--- config.mk ---
export PLATFORM = sky130hd
export DESIGN_NAME = epoch_seconds_to_calendar_top
export DESIGN_NICKNAME = d
export VERILOG_FILES = /design/src/hdl/ecal_pkg.sv /design/src/hdl/ecal_div.sv /design/src/hdl/ecal_dp.sv /design/src/hdl/ecal_ctrl.sv /design/src/hdl/epoch_seconds_to_calendar_top.sv
export SDC_FILE = /design/constraint.sdc
export NUM_CORES = 2
export LEC_CHECK = 0
export BUFFER_PORTS_ARGS = -buffer_cell sky130_fd_sc_hd__clkbuf_2
export CORE_MARGIN = 2
export CORE_UTILIZATION = 55
export DETAILED_ROUTE_END_ITERATION = 10
export PLACE_DENSITY = 0.69
export SYNTH_ARGS = -nofsm -noshare
export SYNTH_HDL_FRONTEND = slang
export SYNTH_HIERARCHICAL = 1
export SYNTH_SLANG_ARGS = --single-unit
export TNS_END_PERCENT = 100
--- constraint.sdc ---
create_clock -name clk -period 16 [get_ports clk]
set_input_delay 3.2 -clock clk [delete_from_list [all_inputs] [get_ports clk]]
set_output_delay 3.2 -clock clk [all_outputs]
set_load 0.05 [all_outputs]
--- src/hdl/ecal_pkg.sv ---
`timescale 1ns / 1ps
`default_nettype none
package ecal_pkg;

  localparam int TS_BITS   = 40;
  localparam int DAYS_W    = TS_BITS - 16;
  localparam int CYC_W     = DAYS_W - 17;
  localparam int DIVR_W    = 18;
  localparam int YEAR_W    = 16;
  localparam int SOD_W     = 17;
  localparam int Y400_W    = 9;
  localparam int DAY_POW2  = 7;
  localparam int MULA_W    = TS_BITS - DAY_POW2;
  localparam int RECIP_W   = DAYS_W;
  localparam int PROD_W    = MULA_W + RECIP_W;
  localparam int BACK_W    = DAYS_W + DIVR_W;
  localparam int REM_W     = DIVR_W + 1;
  localparam int DAY_SHIFT = MULA_W;
  localparam int CYC_SHIFT = DAYS_W + DAY_POW2;

  // 86400 = 675 << 7
  localparam logic [DIVR_W-1:0]  DAY_ODD        = DIVR_W'(86400 >> DAY_POW2);
  localparam logic [DIVR_W-1:0]  DAYS_PER_CYCLE = 18'd146097;
  localparam logic [RECIP_W-1:0] RECIP_DAY      = RECIP_W'((64'd1 << DAY_SHIFT) / 64'(DAY_ODD));
  localparam logic [RECIP_W-1:0] RECIP_CYC      = RECIP_W'((64'd1 << CYC_SHIFT)
                                                           / 64'(DAYS_PER_CYCLE));
  localparam logic [SOD_W-1:0]   SECS_PER_HOUR  = 17'd3600;
  localparam logic [SOD_W-1:0]   SECS_PER_MIN   = 17'd60;
  localparam logic [YEAR_W-1:0]  EPOCH_YEAR     = 16'd1970;
  localparam logic [Y400_W-1:0]  EPOCH_Y400     = 9'd370;
  localparam logic [Y400_W-1:0]  Y400_LAST      = 9'd399;
  localparam logic [3:0]         LAST_MONTH     = 4'd12;

  typedef struct packed {
    logic start_day;
    logic start_cyc;
    logic init_year;
    logic year_step;
    logic month_step;
    logic emit;
  } cmd_t;

  typedef struct packed {
    logic div_busy;
    logic year_done;
    logic month_done;
    logic tod_done;
  } status_t;

  typedef struct packed {
    logic                start;
    logic                by_cycle;
    logic [TS_BITS-1:0]  dividend;
  } div_req_t;

  function automatic logic [4:0] month_days(input logic [3:0] month, input logic leap);
    logic [4:0] len;
    len = 5'd31;
    unique case (month) inside
      4'd4, 4'd6, 4'd9, 4'd11: len = 5'd30;
      4'd2:                    len = leap ? 5'd29 : 5'd28;
      default:                 len = 5'd31;
    endcase
    return len;
  endfunction

endpackage
`default_nettype wire

--- src/hdl/ecal_div.sv ---
`timescale 1ns / 1ps
`default_nettype none
module ecal_div (
  input  wire logic                            clk,
  input  wire logic                            rst,
  input  wire ecal_pkg::div_req_t              req,
  output logic                                 busy,
  output logic [ecal_pkg::DAYS_W-1:0]          quot,
  output logic [ecal_pkg::DIVR_W-1:0]          rem
);

  typedef enum logic [1:0] {
    PH_MUL,
    PH_EST,
    PH_BACK,
    PH_FIX
  } phase_t;

  phase_t                          phase;
  logic                            by_cycle;
  logic [ecal_pkg::TS_BITS-1:0]    x;
  logic [ecal_pkg::PROD_W-1:0]     prod;
  logic [ecal_pkg::DAYS_W-1:0]     q;
  logic [ecal_pkg::REM_W-1:0]      r;
  logic [ecal_pkg::MULA_W-1:0]     mul_a;
  logic [ecal_pkg::RECIP_W-1:0]    mul_b;
  logic [ecal_pkg::DIVR_W-1:0]     d;
  logic [ecal_pkg::DAYS_W-1:0]     q_est;
  logic [ecal_pkg::BACK_W-1:0]     back;
  logic [ecal_pkg::BACK_W-1:0]     diff;
  logic                            r_ge;

  // constant division by reciprocal, estimate is exact or one low
  // day: t / 86400 = (t >> 7) / 675, cycle: days / 146097
  always_comb begin
    mul_a = by_cycle ? ecal_pkg::MULA_W'(x[ecal_pkg::DAYS_W-1:0])
                     : x[ecal_pkg::TS_BITS-1:ecal_pkg::DAY_POW2];
    mul_b = by_cycle ? ecal_pkg::RECIP_CYC : ecal_pkg::RECIP_DAY;
    d     = by_cycle ? ecal_pkg::DAYS_PER_CYCLE : ecal_pkg::DAY_ODD;
    q_est = by_cycle ? ecal_pkg::DAYS_W'(prod[ecal_pkg::CYC_SHIFT +: ecal_pkg::CYC_W])
                     : prod[ecal_pkg::DAY_SHIFT +: ecal_pkg::DAYS_W];
    back  = ecal_pkg::BACK_W'(q) * ecal_pkg::BACK_W'(d);
    diff  = ecal_pkg::BACK_W'(mul_a) - back;
    r_ge  = r >= ecal_pkg::REM_W'(d);
    quot  = q;
    rem   = by_cycle ? r[ecal_pkg::DIVR_W-1:0]
                     : ecal_pkg::DIVR_W'({r[ecal_pkg::SOD_W-ecal_pkg::DAY_POW2-1:0],
                                          x[ecal_pkg::DAY_POW2-1:0]});
  end

  always_ff @(posedge clk) begin
    if (rst) begin
      busy  <= 1'b0;
      phase <= PH_MUL;
    end else if (req.start) begin
      x        <= req.dividend;
      by_cycle <= req.by_cycle;
      phase    <= PH_MUL;
      busy     <= 1'b1;
    end else if (busy) begin
      unique case (phase)
        PH_MUL: begin
          prod  <= ecal_pkg::PROD_W'(mul_a) * ecal_pkg::PROD_W'(mul_b);
          phase <= PH_EST;
        end
        PH_EST: begin
          q     <= q_est;
          phase <= PH_BACK;
        end
        PH_BACK: begin
          r     <= diff[ecal_pkg::REM_W-1:0];
          phase <= PH_FIX;
        end
        PH_FIX: begin
          if (r_ge) begin
            r <= r - ecal_pkg::REM_W'(d);
            q <= q + 1'b1;
          end
          busy  <= 1'b0;
          phase <= PH_MUL;
        end
        default: phase <= PH_MUL;
      endcase
    end
  end

endmodule
`default_nettype wire

--- src/hdl/ecal_dp.sv ---
`timescale 1ns / 1ps
`default_nettype none
module ecal_dp (
  input  wire logic                         clk,
  input  wire logic                         rst,
  input  wire ecal_pkg::cmd_t               cmd,
  input  wire logic [ecal_pkg::TS_BITS-1:0] epoch_seconds,
  output ecal_pkg::status_t                 st,
  output logic [15:0]                       year,
  output logic [3:0]                        month,
  output logic [4:0]                        day_of_month,
  output logic [4:0]                        hour,
  output logic [5:0]                        minute,
  output logic [5:0]                        second
);

  ecal_pkg::div_req_t             req;
  logic                           div_busy;
  logic [ecal_pkg::DAYS_W-1:0]    quot;
  logic [ecal_pkg::DIVR_W-1:0]    rem;

  logic [ecal_pkg::DIVR_W-1:0]    days_r;
  logic [ecal_pkg::YEAR_W-1:0]    year_r;
  logic [ecal_pkg::Y400_W-1:0]    y400;
  logic [3:0]                     month_r;
  logic [ecal_pkg::SOD_W-1:0]     sod_r;
  logic [4:0]                     hour_r;
  logic [5:0]                     min_r;

  logic [ecal_pkg::YEAR_W-1:0]    cyc;
  logic                           leap;
  logic [8:0]                     ylen;
  logic [4:0]                     mlen;
  logic                           year_ge;
  logic                           month_go;
  logic                           hr_go;
  logic                           min_go;

  always_comb begin
    req.start    = cmd.start_day | cmd.start_cyc;
    req.by_cycle = cmd.start_cyc;
    req.dividend = cmd.start_day ? epoch_seconds : ecal_pkg::TS_BITS'(quot);
  end

  ecal_div u_div (
    .clk  (clk),
    .rst  (rst),
    .req  (req),
    .busy (div_busy),
    .quot (quot),
    .rem  (rem)
  );

  always_comb begin
    cyc      = ecal_pkg::YEAR_W'(quot[ecal_pkg::CYC_W-1:0]);
    leap     = (y400[1:0] == 2'd0) && !(y400 == 9'd100 || y400 == 9'd200 || y400 == 9'd300);
    ylen     = leap ? 9'd366 : 9'd365;
    mlen     = ecal_pkg::month_days(month_r, leap);
    year_ge  = days_r >= ecal_pkg::DIVR_W'(ylen);
    month_go = (month_r != ecal_pkg::LAST_MONTH) && (days_r >= ecal_pkg::DIVR_W'(mlen));
    hr_go    = sod_r >= ecal_pkg::SECS_PER_HOUR;
    min_go   = !hr_go && (sod_r >= ecal_pkg::SECS_PER_MIN);
    st.div_busy   = div_busy;
    st.year_done  = !year_ge;
    st.month_done = !month_go;
    st.tod_done   = !hr_go && !min_go;
  end

  always_ff @(posedge clk) begin
    // 400-year cycles fold into the year, the rest walks year by year
    if (cmd.init_year) begin
      year_r  <= ecal_pkg::EPOCH_YEAR + (cyc << 8) + (cyc << 7) + (cyc << 4);
      days_r  <= rem;
      y400    <= ecal_pkg::EPOCH_Y400;
      month_r <= 4'd1;
    end else if (cmd.year_step && year_ge) begin
      days_r <= days_r - ecal_pkg::DIVR_W'(ylen);
      year_r <= year_r + 1'b1;
      y400   <= (y400 == ecal_pkg::Y400_LAST) ? '0 : y400 + 1'b1;
    end else if (cmd.month_step && month_go) begin
      days_r  <= days_r - ecal_pkg::DIVR_W'(mlen);
      month_r <= month_r + 1'b1;
    end

    // time of day runs alongside the year walk
    if (cmd.start_cyc) begin
      sod_r  <= rem[ecal_pkg::SOD_W-1:0];
      hour_r <= '0;
      min_r  <= '0;
    end else if (hr_go) begin
      sod_r  <= sod_r - ecal_pkg::SECS_PER_HOUR;
      hour_r <= hour_r + 1'b1;
    end else if (min_go) begin
      sod_r <= sod_r - ecal_pkg::SECS_PER_MIN;
      min_r <= min_r + 1'b1;
    end

    if (cmd.emit) begin
      year         <= year_r;
      month        <= month_r;
      day_of_month <= days_r[4:0] + 5'd1;
      hour         <= hour_r;
      minute       <= min_r;
      second       <= sod_r[5:0];
    end
  end

endmodule
`default_nettype wire

--- src/hdl/ecal_ctrl.sv ---
`timescale 1ns / 1ps
`default_nettype none
module ecal_ctrl (
  input  wire logic              clk,
  input  wire logic              rst,
  input  wire logic              in_valid,
  output logic                   in_ready,
  output logic                   out_valid,
  input  wire logic              out_ready,
  input  wire ecal_pkg::status_t st,
  output ecal_pkg::cmd_t         cmd
);

  typedef enum logic [2:0] {
    IDLE,
    DIV_DAY,
    DIV_CYC,
    YEARS,
    MONTHS
  } state_t;

  state_t state;
  state_t state_next;

  assign in_ready = (state == IDLE);

  always_comb begin
    cmd.start_day  = in_valid && in_ready;
    cmd.start_cyc  = (state == DIV_DAY) && !st.div_busy;
    cmd.init_year  = (state == DIV_CYC) && !st.div_busy;
    cmd.year_step  = (state == YEARS);
    cmd.month_step = (state == MONTHS);
    cmd.emit       = (state == MONTHS) && st.month_done && st.tod_done
                     && (!out_valid || out_ready);
  end

  always_comb begin
    state_next = state;
    unique case (state)
      IDLE:    if (cmd.start_day) state_next = DIV_DAY;
      DIV_DAY: if (cmd.start_cyc) state_next = DIV_CYC;
      DIV_CYC: if (cmd.init_year) state_next = YEARS;
      YEARS:   if (st.year_done) state_next = MONTHS;
      MONTHS:  if (cmd.emit) state_next = IDLE;
      default: state_next = IDLE;
    endcase
  end

  always_ff @(posedge clk) begin
    if (rst) begin
      state     <= IDLE;
      out_valid <= 1'b0;
    end else begin
      state <= state_next;
      if (cmd.emit) begin
        out_valid <= 1'b1;
      end else if (out_ready) begin
        out_valid <= 1'b0;
      end
    end
  end

  a_emit_when_done: assert property (@(posedge clk) disable iff (rst)
    cmd.emit |-> (st.year_done && st.month_done && st.tod_done && !st.div_busy))
    else $error("result emitted before datapath finished");

  a_no_overwrite: assert property (@(posedge clk) disable iff (rst)
    cmd.emit |-> (!out_valid || out_ready))
    else $error("result register overwritten while held");

  a_start_div: assert property (@(posedge clk) disable iff (rst)
    (in_valid && in_ready) |=> (state == DIV_DAY && st.div_busy))
    else $error("day division did not start on request");

endmodule
`default_nettype wire

--- src/hdl/epoch_seconds_to_calendar_top.sv ---
// sequence: day and cycle divisions, then Y year steps past the last 400-year
//   boundary from 1970 (0..399), then M month steps (0..11); S hour plus minute steps
//   (0..82) run alongside; the result waits while a held result blocks the output
// throughput: one request at a time, two constant divisions then the one-year-per-cycle
//   walk; next request taken the cycle after the result is registered
// reset: clears controller state, divider busy and output valid, no result pending
`timescale 1ns / 1ps
`default_nettype none
module epoch_seconds_to_calendar_top (
  input  wire logic        clk,
  input  wire logic        rst,
  input  wire logic        in_valid,
  output logic             in_ready,
  input  wire logic [39:0] epoch_seconds,
  output logic             out_valid,
  input  wire logic        out_ready,
  output logic [15:0]      year,
  output logic [3:0]       month,
  output logic [4:0]       day_of_month,
  output logic [4:0]       hour,
  output logic [5:0]       minute,
  output logic [5:0]       second
);

  ecal_pkg::cmd_t    cmd;
  ecal_pkg::status_t st;

  ecal_ctrl u_ctrl (
    .clk       (clk),
    .rst       (rst),
    .in_valid  (in_valid),
    .in_ready  (in_ready),
    .out_valid (out_valid),
    .out_ready (out_ready),
    .st        (st),
    .cmd       (cmd)
  );

  ecal_dp u_dp (
    .clk           (clk),
    .rst           (rst),
    .cmd           (cmd),
    .epoch_seconds (epoch_seconds[ecal_pkg::TS_BITS-1:0]),
    .st            (st),
    .year          (year),
    .month         (month),
    .day_of_month  (day_of_month),
    .hour          (hour),
    .minute        (minute),
    .second        (second)
  );

endmodule
`default_nettype wire

**Yosys cells after proc, flatten, opt, wreduce, memory -nomap -nowiden**

Index checks and enable logic that the tools add are counted.

- Flip-flop bits (word level): 265
- Input port bits: 44
- Output and inout bits: 44
- Logic and storage cells: 147

- Add/sub/neg operators: 16
- Multipliers: 2
- Order comparisons: 5
- Equal/unequal tests: 23
- Mux-type cells: 34
- Bitwise gates (word level): 5
- Reduce and logical (&&, ||, !) cells: 39

Operators with widths:

| operator | count |
|---|---|
| $mux 24 | 4 |
| $mux 18 | 5 |
| $mul 33x24->57 | 1 |
| $mux 17 | 3 |
| $pmux 24 s2 | 1 |
| $pmux 19 s2 | 1 |
| $mux 33 | 1 |
| $mux 16 | 2 |
| $add 24x1->24 const B | 1 |
| $mul 24x18->19 | 1 |
| $ge 19x18->1 | 1 |
| $mux 19 | 1 |
| $sub 19x18->19 | 1 |
| $sub 19x19->19 | 1 |
| $eq 9x9->1 const B | 2 |
| $ge 18x5->1 | 1 |
| $ge 18x9->1 | 1 |
| $sub 18x5->18 | 1 |
| $sub 18x9->18 | 1 |
| $ge 17x12->1 const B | 1 |
| $ge 17x6->1 const B | 1 |
| $sub 17x12->17 const B | 1 |
| $sub 17x6->17 const B | 1 |
| $add 11x15->16 const A | 1 |
| other kinds (41) | 89 |

**Depth between registers and ports, before layout**

- Depth after elaboration: 15
- Depth in mapped cells: 29

**Hierarchy**

The synthesis kept the hierarchy.

Modules (own cells, without submodules):

| module | times used | cells each | area an instance (µm²) | seq. area each (µm²) |
|---|---|---|---|---|
| ecal_div | 1 | 2689 | 25762.2 | 3363.2 |
| ecal_dp | 1 | 692 | 7138.1 | 3273.1 |
| ecal_ctrl | 1 | 35 | 322.8 | 80.1 |

**Least setup slack after synthesis**

OpenSTA, ideal clock, no wires.

- Path kind: reg2reg
- Start point: register u_dp.u_div.by_cycle
- End point: register u_dp/u_div/prod[52] (netlist name) (data pin)
- Arrival: 7225 ps
- Setup slack: 8517 ps
- Cell stages (with the launch flop): 27
- Path buffers: 4
- Cell sequence: edfxtp_1 -> buf_1 -> clkbuf_1 -> buf_1 -> clkbuf_1 -> nand2_1 -> nand2_1 -> ha_1 -> fa_1 -> inv_1 -> fa_1 -> fa_1 -> inv_1 -> fa_1 -> fa_1 -> inv_1 -> fa_1 -> inv_1 -> ha_1 -> nand4_1 -> nor4_1 -> a22oi_1 -> a211oi_2 -> o211ai_2 -> o211ai_1 -> a31oi_1 -> xnor2_1

- Longest elaborated chain between the ends: 2
- Elaborated cells between the ends (all ways): 3
- Those cells by class: mul (1); mux (2)

RTL lines:

| what | line | source |
|---|---|---|
| start: declaration | ecal_div.sv:20 | `logic by_cycle;` |
| start signal: assignment | ecal_div.sv:57 | `by_cycle <= req.by_cycle;` |
| $mux 33 or $mux 24 (tied branches) | ecal_div.sv:36, ecal_div.sv:38 |  |
| $mul 33x24->57 * | ecal_div.sv:63 | `prod <= ecal_pkg::PROD_W'(mul_a) * ecal_pkg::PROD_W'(mul_b);` |
| end signal: assignment | ecal_div.sv:63 |  |
| end: declaration | ecal_div.sv:22 | `logic [ecal_pkg::PROD_W-1:0] prod;` |

Every way passes the cells marked *; elsewhere a longest branch is shown, timed or not.
A chain may end at the register's enable or synchronous reset.

**Worst setup path after layout**

Ends and elaborated chain as after synthesis.

==> results by group <==
Drt
  • Met2 WL: 38900 um
  • WL/cell: 19.3 um
  • Via count: 23400
  • DRC viols: 0
  • DRT Pass-1 Iters: 5
  • DR iter-0 viols: 1480
  • Met3 wire length: 4590 um
  • Max Used Layer: met4
  • Via-to-Cell Ratio: 5.47
  • Final WL: 82800 um
  • M1 wire length: 35400 um
  • Final ANT Viol Nets: 0

Synth
  • Synth unique cells: 76
  • Seq/Total Area, Yosys: 20.2%
  • Top_reg_cell synth: edfxtp_1
  • Register bit total from synthesis: 234
  • Synth warnings: 6
  • Post-synth EDFFs: 203
  • Avg Cell Area, Syn: 9.73 um^2
  • Post-Synthesis Cell Area: 33200 um^2
  • Synth Instances: 3416
  • Ys async rst share: 0%

Clock tree
  • # hold bufs at CTS: 0
  • Resized Gates After CTS: 0
  • Total CTS buffers: 28
  • Clock root buffer master: clkbuf_16
  • Clock Sinks: 234
  • CTS H-tree depth: 1
  • Setup bufs post-CTS: 0
  • TritonCTS clock tree: yes
  • Register clock-pin slew on the reported worst setup and hold paths: 0.06 ns
  • Clock buffer depth: 3
  • Clock latency on the worst-skew pair: 0.59 ns

STA
  • Setup Skew: 0.0130 ns
  • Measured slew at the worst slew-check pin: 1.18 ns
  • Fin worst setup slack: 6.81 ns
  • Slew headroom: 21.0%
  • Final Hold Fails: 0
  • Worst Hold Slack: 0.450 ns
  • Final setup violation count: 0
  • Unrepaired setup endpoints after global routing: no
  • Slew Limit Fails: 0
  • Final Critical Period: 9.19 ns
  • Final worst-path cycle share: 57.5%
  • Max frequency: 0.109 GHz
  • TNS Setup: 0 ns

Finish
  • Register area: 6720 um^2
  • Share of layout cells above drive strength 1: 6.42%
  • # diodes: 0
  • Most common cell after layout, fill and taps aside: inv_1
  • Multi-input logic area: 23100 um^2
  • # nets final: 4471
  • Layout overhead on the synthesized area: 6.85%
  • Most used cells in the layout excluding fill and tap cells: inv_1 (826), ha_1 (533), fa_1 (412)
  • Fillers: 5230

Die
  • Core ar.: 60000 um^2
  • I/O pin count: 88
  • Initial Util: 55.4%
  • Die area: 62400 um^2
  • Die extent in x: 250 um
  • FP Rows: 90
  • Die height: 250 um

Critical path
  • Crit. End Element: register
  • Critical Path Start Type: register
  • Largest stage delay, worst path: 0.86 ns
  • Worst Setup Path Type: reg -> reg
  • Slowest cell on crit path: o31ai_1
  • Critical Path RT: 16.34 ns
  • WP buf/inv: 7
  • Max FO, Critical Path: 122
  • Worst path arrival time: 9.54 ns
  • CP delay by family, top: adder cells

Global routing
  • Number of antenna violations at the first check in global routing: 0
  • Vias in the first global route: 23900
  • First-pass GRT wire length: 132000 um
  • Overflow after GRT: 0
  • Total GRT Usage: 27.2%
  • Largest net degree at the start of global routing: 123

Run
  • Max_cap viols: 0

Min path
  • HP Class: reg -> reg

Outcome
  • Status: completed

Place
  • Pre-CTS WS: 6.88 ns
  • Buffers on Ports: 87
  • RD Place Congestion: 0.972
  • HPWL Detailed: 69100 um
-- cell families after synthesis --
| logic type | synth area share, % |
|---|---|
| AO/OA/AOI/OAI | 7.34 |
| buffers and inverters | 10.6 |
| AND/OR/NAND/NOR | 10.1 |
| adder cells (fa/ha/maj) | 44.9 |
| flip-flops | 20.2 |
| other | 0.0226 |
| multiplexers | 2.24 |
| XOR/XNOR | 4.53 |
-- layer usage --
metal  track usage (%)  vias up
met2              45.1      700
met5                 0        -
met1              36.5    11500
met4              11.0        0
met3              3.38      161
li1                  -    11100
-- layout make-up --
class                      count  share of cell area (%)
inverter                     826                    8.73
sequential                   234                    18.9
timing repair buffer         103                    1.60
tap                          782                    2.76
clock buffer                  41                    2.31
clock inverter                11                   0.476
multi-input combinational   2288                    65.2
-- registers in the layout (all words and copies together) (netlist names), 4 cells and up --
name,flops
u_dp/days_r,18
u_dp/min_r,6
u_dp/u_div/r,19
u_dp/minute,6
u_dp/second,6
u_dp/month_r,4
u_dp/year,16
u_dp/sod_r,17
u_dp/month,4
u_dp/hour,5
u_dp/y400,9
u_dp/u_div/prod,26
u_dp/day_of_month,5
u_dp/u_div/x,40
u_dp/hour_r,5
u_dp/year_r,16
u_dp/u_div/quot,24
-- path summary, 6_finish.rpt --
path                            cells after the start                start  slack [ns]             endpoint
worst max-delay path                               25  u_dp/u_div/by_cycle        6.81  u_dp/u_div/prod[52]
worst min-delay path                                0        u_dp/min_r[5]        0.45       u_dp/minute[5]
worst min register to register                      0        u_dp/min_r[5]        0.45       u_dp/minute[5]
worst max register to register                     25  u_dp/u_div/by_cycle        6.81  u_dp/u_div/prod[52]
-- metrics by stage --
stage / std cells / utilization [%] / instance area [um^2]
2_1_floorplan: 3449 / - / 33300
3_5_place_dp: 4233 / 57.5 / 34500
5_1_grt: 4285 / 59.1 / 35500
3_3_place_gp: 4233 / 57.5 / 34500
6_report: 4285 / 59.1 / 35500
4_1_cts: 4285 / 59.1 / 35500
-- synthesized netlist by cell type, types with 11 or more instances --
cell type,instances,area [um^2]
and2_1,49,307
xnor2_1,108,946
clkbuf_1,81,304
and3_1,22,138
or2_2,11,68.8
a31oi_1,28,175
xor2_1,64,561
or3_1,21,131
a211oi_1,13,97.6
nand2_1,244,916
inv_1,826,3100
mux2_2,38,428
nor3_1,40,200
mux2i_1,28,280
o31ai_1,13,97.6
nand3_1,37,185
a21oi_1,87,435
fa_1,412,8250
nor2b_1,47,294
o21ai_0,118,591
a21o_1,44,330
nand2b_1,15,93.8
nand4_1,27,169
dfxtp_1,31,621
edfxtp_1,203,6100
ha_1,534,6680
o211ai_1,16,120
nor2_1,121,454
Power is not shown: default switching activity piles up to over one toggle a cycle in this logic, so the estimate is an artifact.
